$ cat src/rtl/lld_pkg.sv
// lld_pkg: shared sizes, codes, the candidate type and the saturating
// arithmetic for the least-loaded dispatcher
// depends on nothing
package lld_pkg;

   localparam int MAX_SERVERS = 16;
   localparam int REQ_SLOTS   = 256;

   localparam int CSR_W    = 5;
   localparam int TAG_W    = 8;
   localparam int WEIGHT_W = 16;
   localparam int LOAD_W   = 32;
   localparam int INDEX_W  = 4;
   localparam int ERR_W    = 2;

   localparam int SRV_W       = (MAX_SERVERS > 1) ? $clog2(MAX_SERVERS) : 1;
   localparam int SLOT_W      = (REQ_SLOTS > 1) ? $clog2(REQ_SLOTS) : 1;
   localparam int CNT_W       = $clog2(MAX_SERVERS + 1);
   localparam int CMP_W       = (CNT_W > CSR_W) ? CNT_W : CSR_W;
   localparam int TREE_LEVELS = $clog2(MAX_SERVERS);
   localparam int TREE_SIZE   = 1 << TREE_LEVELS;
   localparam int LVL_W       = $clog2(TREE_LEVELS + 2);

   localparam logic FUNC_ASSIGN = 1'b0;
   localparam logic FUNC_FINISH = 1'b1;

   localparam logic [ERR_W-1:0] ERR_OK          = 2'd0;
   localparam logic [ERR_W-1:0] ERR_NO_SERVERS  = 2'd1;
   localparam logic [ERR_W-1:0] ERR_UNKNOWN_TAG = 2'd2;

   typedef struct packed {
      logic              ok;
      logic [SRV_W-1:0]  idx;
      logic [LOAD_W-1:0] load;
   } cand_type;

   // tag to table slot, wrapping at the table size
   function automatic logic [SLOT_W-1:0] slot_of(input logic [TAG_W-1:0] tag);
      logic [SLOT_W-1:0] r;
      r = '0;
      for (int v = 0; v < (1 << TAG_W); v++) begin
         if (tag == TAG_W'(v)) begin
            r = SLOT_W'(v % REQ_SLOTS);
         end
      end
      return r;
   endfunction

   function automatic logic [LOAD_W-1:0] sat_add(input logic [LOAD_W-1:0] load,
                                                 input logic [WEIGHT_W-1:0] weight);
      logic [LOAD_W:0] s;
      s = {1'b0, load} + (LOAD_W + 1)'(weight);
      return s[LOAD_W] ? {LOAD_W{1'b1}} : s[LOAD_W-1:0];
   endfunction

   function automatic logic [LOAD_W-1:0] sat_sub(input logic [LOAD_W-1:0] load,
                                                 input logic [WEIGHT_W-1:0] weight);
      logic [LOAD_W-1:0] w;
      w = LOAD_W'(weight);
      return (load > w) ? (load - w) : '0;
   endfunction

endpackage

$ cat src/rtl/lld_min_tree.sv
// lld_min_tree: iterative pairwise minimum search, one tree level per cycle,
// lowest index wins a tie
// depends on lld_pkg
module lld_min_tree (
   input  logic             clock,
   input  logic             reset,
   input  logic             start,
   input  lld_pkg::cand_type cands [lld_pkg::TREE_SIZE],
   output logic             done,
   output lld_pkg::cand_type winner
);

   lld_pkg::cand_type cand_ff [lld_pkg::TREE_SIZE];
   lld_pkg::cand_type cand_in [lld_pkg::TREE_SIZE];
   logic [lld_pkg::LVL_W-1:0] level_ff;
   logic                      busy_ff;

   function automatic lld_pkg::cand_type pick(input lld_pkg::cand_type a,
                                              input lld_pkg::cand_type b);
      return (a.ok && (!b.ok || a.load <= b.load)) ? a : b;
   endfunction

   always_comb begin
      cand_in = cand_ff;
      for (int i = 0; i < lld_pkg::TREE_SIZE / 2; i++) begin
         cand_in[i] = pick(cand_ff[2 * i], cand_ff[2 * i + 1]);
      end
   end

   always_ff @(posedge clock) begin
      if (reset) begin
         busy_ff  <= 1'b0;
         level_ff <= '0;
      end else if (start) begin
         busy_ff  <= 1'b1;
         level_ff <= lld_pkg::LVL_W'(lld_pkg::TREE_LEVELS);
      end else if (busy_ff) begin
         if (level_ff == '0) begin
            busy_ff <= 1'b0;
         end else begin
            level_ff <= level_ff - 1'b1;
         end
      end
   end

   always_ff @(posedge clock) begin
      if (start) begin
         cand_ff <= cands;
      end else if (busy_ff && level_ff != '0) begin
         cand_ff <= cand_in;
      end
   end

   assign done   = busy_ff && (level_ff == '0);
   assign winner = cand_ff[0];

endmodule

$ cat src/rtl/least_loaded_dispatcher.sv
// least_loaded_dispatcher: top level, load registers, request table and sequencer
// depends on lld_pkg and lld_min_tree
//
// One item is handled at a time. A finish item reads the request table
// synchronously after the transfer, then updates the server load and gives
// the result. An assign item looks up, then the least-loaded search runs one
// pairwise level of the load registers per cycle in a shared compare unit,
// then the winner's load is updated. While an earlier result is not taken,
// the item waits in its last state. The valid bits of the request table clear
// at reset, so no clearing pass is needed.
module least_loaded_dispatcher (
   input  logic                          clock,
   input  logic                          reset,
   input  logic                          csr_write_enable,
   input  logic [lld_pkg::CSR_W-1:0]     csr_write_data,
   input  logic                          req_valid,
   output logic                          req_ready,
   input  logic                          req_func,
   input  logic [lld_pkg::TAG_W-1:0]     req_request_tag,
   input  logic [lld_pkg::WEIGHT_W-1:0]  req_work_weight,
   output logic                          rsp_valid,
   input  logic                          rsp_ready,
   output logic [lld_pkg::INDEX_W-1:0]   rsp_server_index,
   output logic [lld_pkg::LOAD_W-1:0]    rsp_server_load_now,
   output logic [lld_pkg::ERR_W-1:0]     rsp_error_code
);

   localparam logic [1:0] ST_IDLE   = 2'd0;
   localparam logic [1:0] ST_LOOK   = 2'd1;
   localparam logic [1:0] ST_REDUCE = 2'd2;
   localparam logic [1:0] ST_UPDATE = 2'd3;

   logic [1:0] state_ff, state_in;

   logic [lld_pkg::CSR_W-1:0]    active_ff;
   logic                         func_ff;
   logic [lld_pkg::SLOT_W-1:0]   slot_ff;
   logic [lld_pkg::WEIGHT_W-1:0] weight_ff;

   logic [lld_pkg::LOAD_W-1:0]   load_ff [lld_pkg::MAX_SERVERS];
   logic [lld_pkg::REQ_SLOTS-1:0] valid_ff;
   logic                         valid_rd_ff;
   logic [lld_pkg::SRV_W-1:0]    tag_mem [lld_pkg::REQ_SLOTS];
   logic [lld_pkg::SRV_W-1:0]    tag_rd_ff;

   logic                         rsp_valid_ff, rsp_valid_in;
   logic [lld_pkg::SRV_W-1:0]    rsp_idx_ff, rsp_idx_in;
   logic [lld_pkg::LOAD_W-1:0]   rsp_load_ff, rsp_load_in;
   logic [lld_pkg::ERR_W-1:0]    rsp_err_ff, rsp_err_in;

   logic                         req_accept;
   logic                         rsp_free;
   logic [lld_pkg::CMP_W-1:0]    fleet_n;

   logic                         load_wr;
   logic [lld_pkg::SRV_W-1:0]    load_wr_idx;
   logic [lld_pkg::LOAD_W-1:0]   load_wr_val;
   logic                         tag_wr;
   logic                         valid_set;
   logic                         valid_clr;

   logic                         tree_start;
   logic                         tree_done;
   lld_pkg::cand_type            tree_cands [lld_pkg::TREE_SIZE];
   lld_pkg::cand_type            winner;

   assign req_ready  = (state_ff == ST_IDLE);
   assign req_accept = req_valid && req_ready;
   assign rsp_free   = !rsp_valid_ff || rsp_ready;

   assign fleet_n = (lld_pkg::CMP_W'(active_ff) > lld_pkg::CMP_W'(lld_pkg::MAX_SERVERS))
                    ? lld_pkg::CMP_W'(lld_pkg::MAX_SERVERS) : lld_pkg::CMP_W'(active_ff);

   // candidates for the search, servers outside the fleet masked off
   always_comb begin
      for (int i = 0; i < lld_pkg::TREE_SIZE; i++) begin
         tree_cands[i].idx  = lld_pkg::SRV_W'(i);
         tree_cands[i].ok   = 1'b0;
         tree_cands[i].load = '0;
         if (i < lld_pkg::MAX_SERVERS) begin
            tree_cands[i].ok   = lld_pkg::CMP_W'(i) < fleet_n;
            tree_cands[i].load = load_ff[lld_pkg::SRV_W'(i)];
         end
      end
   end

   lld_min_tree u_min_tree (
      .clock  (clock),
      .reset  (reset),
      .start  (tree_start),
      .cands  (tree_cands),
      .done   (tree_done),
      .winner (winner)
   );

   always_comb begin
      state_in     = state_ff;
      rsp_valid_in = rsp_valid_ff && !rsp_ready;
      rsp_idx_in   = rsp_idx_ff;
      rsp_load_in  = rsp_load_ff;
      rsp_err_in   = rsp_err_ff;
      load_wr      = 1'b0;
      load_wr_idx  = tag_rd_ff;
      load_wr_val  = lld_pkg::sat_sub(load_ff[tag_rd_ff], weight_ff);
      tag_wr       = 1'b0;
      valid_set    = 1'b0;
      valid_clr    = 1'b0;
      tree_start   = 1'b0;
      unique case (state_ff)
         ST_IDLE: begin
            if (req_accept) begin
               state_in = ST_LOOK;
            end
         end
         ST_LOOK: begin
            if (func_ff == lld_pkg::FUNC_FINISH) begin
               if (rsp_free) begin
                  state_in     = ST_IDLE;
                  rsp_valid_in = 1'b1;
                  if (!valid_rd_ff) begin
                     rsp_idx_in  = '0;
                     rsp_load_in = '0;
                     rsp_err_in  = lld_pkg::ERR_UNKNOWN_TAG;
                  end else begin
                     load_wr     = 1'b1;
                     valid_clr   = 1'b1;
                     rsp_idx_in  = tag_rd_ff;
                     rsp_load_in = load_wr_val;
                     rsp_err_in  = lld_pkg::ERR_OK;
                  end
               end
            end else if (fleet_n == '0) begin
               if (rsp_free) begin
                  state_in     = ST_IDLE;
                  rsp_valid_in = 1'b1;
                  rsp_idx_in   = '0;
                  rsp_load_in  = '0;
                  rsp_err_in   = lld_pkg::ERR_NO_SERVERS;
               end
            end else begin
               tree_start = 1'b1;
               state_in   = ST_REDUCE;
            end
         end
         ST_REDUCE: begin
            if (tree_done) begin
               state_in = ST_UPDATE;
            end
         end
         ST_UPDATE: begin
            load_wr_idx = winner.idx;
            load_wr_val = lld_pkg::sat_add(winner.load, weight_ff);
            if (rsp_free) begin
               state_in     = ST_IDLE;
               load_wr      = 1'b1;
               tag_wr       = 1'b1;
               valid_set    = 1'b1;
               rsp_valid_in = 1'b1;
               rsp_idx_in   = winner.idx;
               rsp_load_in  = load_wr_val;
               rsp_err_in   = lld_pkg::ERR_OK;
            end
         end
         default: begin
            state_in = ST_IDLE;
         end
      endcase
   end

   always_ff @(posedge clock) begin
      if (reset) begin
         state_ff     <= ST_IDLE;
         active_ff    <= '0;
         rsp_valid_ff <= 1'b0;
         valid_ff     <= '0;
         for (int i = 0; i < lld_pkg::MAX_SERVERS; i++) begin
            load_ff[i] <= '0;
         end
      end else begin
         state_ff     <= state_in;
         rsp_valid_ff <= rsp_valid_in;
         if (csr_write_enable) begin
            active_ff <= csr_write_data;
         end
         if (load_wr) begin
            load_ff[load_wr_idx] <= load_wr_val;
         end
         if (valid_set) begin
            valid_ff[slot_ff] <= 1'b1;
         end else if (valid_clr) begin
            valid_ff[slot_ff] <= 1'b0;
         end
      end
   end

   // item capture and result payload
   always_ff @(posedge clock) begin
      if (req_accept) begin
         func_ff   <= req_func;
         slot_ff   <= lld_pkg::slot_of(req_request_tag);
         weight_ff <= req_work_weight;
      end
      rsp_idx_ff  <= rsp_idx_in;
      rsp_load_ff <= rsp_load_in;
      rsp_err_ff  <= rsp_err_in;
   end

   // request table, one write and one registered read port
   always_ff @(posedge clock) begin
      if (tag_wr) begin
         tag_mem[slot_ff] <= winner.idx;
      end
      if (req_accept) begin
         tag_rd_ff   <= tag_mem[lld_pkg::slot_of(req_request_tag)];
         valid_rd_ff <= valid_ff[lld_pkg::slot_of(req_request_tag)];
      end
   end

   assign rsp_valid           = rsp_valid_ff;
   assign rsp_server_index    = lld_pkg::INDEX_W'(rsp_idx_ff);
   assign rsp_server_load_now = rsp_load_ff;
   assign rsp_error_code      = rsp_err_ff;

`ifndef NO_ASSERTIONS
   a_accept_to_lookup: assert property (@(posedge clock) disable iff (reset)
      req_valid && req_ready |=> state_ff == ST_LOOK)
      else $error("transfer did not move to table lookup");

   a_done_in_search: assert property (@(posedge clock) disable iff (reset)
      tree_done |-> state_ff == ST_REDUCE)
      else $error("search finished outside the search state");

   a_finish_frees_tag: assert property (@(posedge clock) disable iff (reset)
      state_ff == ST_LOOK && func_ff == lld_pkg::FUNC_FINISH && rsp_free
      |=> !valid_ff[$past(slot_ff)])
      else $error("finish left the tag valid");

   a_assign_records_tag: assert property (@(posedge clock) disable iff (reset)
      state_ff == ST_UPDATE && rsp_free
      |=> valid_ff[$past(slot_ff)] && rsp_valid_ff && rsp_err_ff == lld_pkg::ERR_OK)
      else $error("assign did not record the tag");

   a_error_result_zero: assert property (@(posedge clock) disable iff (reset)
      rsp_valid_ff && rsp_err_ff != lld_pkg::ERR_OK |-> rsp_idx_ff == '0 && rsp_load_ff == '0)
      else $error("error result carries a server or load");
`endif

endmodule

$ cat config.mk
export PLATFORM = sky130hd
export DESIGN_NAME = least_loaded_dispatcher
export DESIGN_NICKNAME = d
export VERILOG_FILES = /design/src/rtl/lld_pkg.sv /design/src/rtl/lld_min_tree.sv /design/src/rtl/least_loaded_dispatcher.sv
export SDC_FILE = /design/constraint.sdc
export NUM_CORES = 2
export LEC_CHECK = 0
export BUFFER_PORTS_ARGS = -buffer_cell sky130_fd_sc_hd__buf_2
export CAP_MARGIN = 20
export CELL_PAD_IN_SITES_DETAIL_PLACEMENT = 1
export CELL_PAD_IN_SITES_GLOBAL_PLACEMENT = 2
export CORE_MARGIN = 5
export CORE_UTILIZATION = 35
export DETAILED_ROUTE_END_ITERATION = 6
export PLACE_DENSITY = 0.64
export SLEW_MARGIN = 20
export SYNTH_ARGS = -nofsm -noshare
export SYNTH_HDL_FRONTEND = slang
export SYNTH_HIERARCHICAL = 1
export SYNTH_SLANG_ARGS = --single-unit
$ cat constraint.sdc
create_clock -name clock -period 17.72 [get_ports clock]
set_clock_uncertainty 0.1 [all_clocks]
set_input_delay 1.772 -clock clock [delete_from_list [all_inputs] [get_ports clock]]
set_output_delay 1.772 -clock clock [all_outputs]
set_load 0.005 [all_outputs]
==> metrics.cfg <==
[critical_path]
worst_setup_path_start_kind=flip-flop
endpoint_kind=flip-flop
cp.required_ns=18.19
reg2reg_from=tag_rd_ff[0]$_DFFE_PP_
crit_path_start=tag_rd_ff[0]$_DFFE_PP_
path_class=reg -> reg
crit_fanout=32
cp_data_arrival_time_ns=7.59

[timing]
holdWs_ns=0.3736
tns_ns=0
setup_violations=0
period_needed_ns=7.123
tightest_slew_ns=1.289
slew_violations=0
fin_crit_sh_pct=40.20
max-slew-margin-rel_pct=14.07
rsz0062_at_grt=false
finalHoldViolCount=0
fmax_mhz=140.4

[clock_network]
postCtsSetupBuffers=0
cts_tree=built
numCtsBuffers=289
cts_sinks=2464
cts_hold_buf=0
htree_levels=5
clock_path_buffers=4
clk_latency_ns=0.87
root_buffer=clkbuf_16
cts_resized=0
clk_pin_slew_ns=0.06

[grt]
antenna_found_initial=21
grt_max_degree=206
grt_pass1_vias=74760
grt_usage_pct=24.62
grt_pass1_wl_um=585200
overflow=0

[power_and_ir_drop]
power_leakage_uw=0.04508
ir_worst_vdd_mv=0.08175
power_density_mw_per_mm2=110.7

[drt]
wl_per_cell_um=33.02
drcViolationCount=0
vias=72860
drt-initial-drc-count=8123
dr.pass1.iters=6
antenna_left=0
viasPerCell=5.716
drt-total-wl_um=420900

[finish]
seq_area_mm2=0.07131
multi_input_area_mm2=0.03763
drive_gt1_share_pct=16.28
layout.nets=8532
area_growth_pct=12.63
fin_area_mm2=0.1273
fillers=32790

[synth]
avgSynthCellArea_um2=13.77
syn_inst=8207
synth_area_mm2=0.1130
yosysWarnings=6

[die]
fp.dieArea_mm2=0.3343
initial_utilization_pct=35.16
die_h_um=578.2
ios=75
rows=208
core_mm2=0.3214
die_w_um=578.2

[placement]
routabilityCongestion=0.8719
placed_area_mm2=0.1181
port_buffers=74
post-dp-hpwl_um=270400

[job]
cap_violations=0

[status]
outcome=finished clean

[min_path]
hp-class=reg -> reg

critical path, cell delays in order (launching register included):
cell	delay (ns)
edfxtp_1	0.34
buf_4	0.51
buf_4	0.74
mux4_2	0.62
mux4_2	0.53
inv_1	0.11
ha_1	0.21
inv_1	0.07
fa_1	0.43
a211o_1	0.32
a21oi_1	0.29
o211ai_1	0.20
nand2_1	0.54
o21bai_1	0.15
o31a_2	0.43
buf_4	0.37
a32oi_4	0.67
nor2_1	0.12
through the flow:
step / power, uW / utilization, % / std cells / setup WS, ns
6_report: 14090 / 39.60 / 12750 / 10.60
5_1_grt: 14540 / 39.59 / 12740 / 10.35
4_1_cts: 14180 / 39.58 / 12730 / 10.62
3_5_place_dp: 8296 / 36.73 / 12220 / 10.64
3_3_place_gp: 8275 / 36.72 / 12220 / 10.39
2_1_floorplan: 7661 / - / 8269 / 4.883
cell type report:
class | instances | share of cell area (%)
Clock buffer | 373 | 6.199
Timing Repair Buffer | 216 | 1.256
Clock inverter | 143 | 0.9822
Tap cell | 4305 | 4.232
Antenna cell | 11 | 0.02163
Multi-Input combinational cell | 4655 | 29.57
Sequential cell | 2464 | 56.03
Inverter | 579 | 1.708
layer usage:
| layer | up-vias | share of wire (%) | GRT usage (%) |
|---|---|---|---|
| li1 | 30670 | - | - |
| met1 | 38700 | 42 | 33.71 |
| met2 | 2813 | 47 | 40.15 |
| met3 | 675 | 6.5 | 3.330 |
| met4 | 2 | 4.1 | 9.038 |
| met5 | - | 0.0021 | 0 |
worst paths after layout:
path	slack, ns	end	cells past startpoint
hold / removal	0.37	flip-flop	2
hold reg to reg	0.37	flip-flop	2
setup / recovery	10.60	load_ff[9][14]$_SDFFCE_PN0P_	17
setup reg to reg	10.60	load_ff[9][14]$_SDFFCE_PN0P_	17
placed cells by master, fill, tap and decap left out, types with 133 or more instances in the layout:
| master | count |
|---|---|
| nor2_1 | 452 |
| o221ai_1 | 189 |
| mux4_2 | 571 |
| and2_1 | 300 |
| edfxtp_1 | 2196 |
| nand2b_1 | 210 |
| a21oi_1 | 526 |
| buf_4 | 133 |
| dfxtp_1 | 268 |
| o21ai_0 | 367 |
| ha_1 | 290 |
| clkbuf_16 | 298 |
| inv_1 | 579 |
| nand2_1 | 925 |
power by group:
| group | internal [uW] | switching [uW] |
|---|---|---|
| registers | 6450 | 105 |
| logic | 491 | 1150 |
| clock network | 3440 | 2450 |
| total | 10400 | 3710 |
No activity file was read; power rests on OpenSTA's default activity.
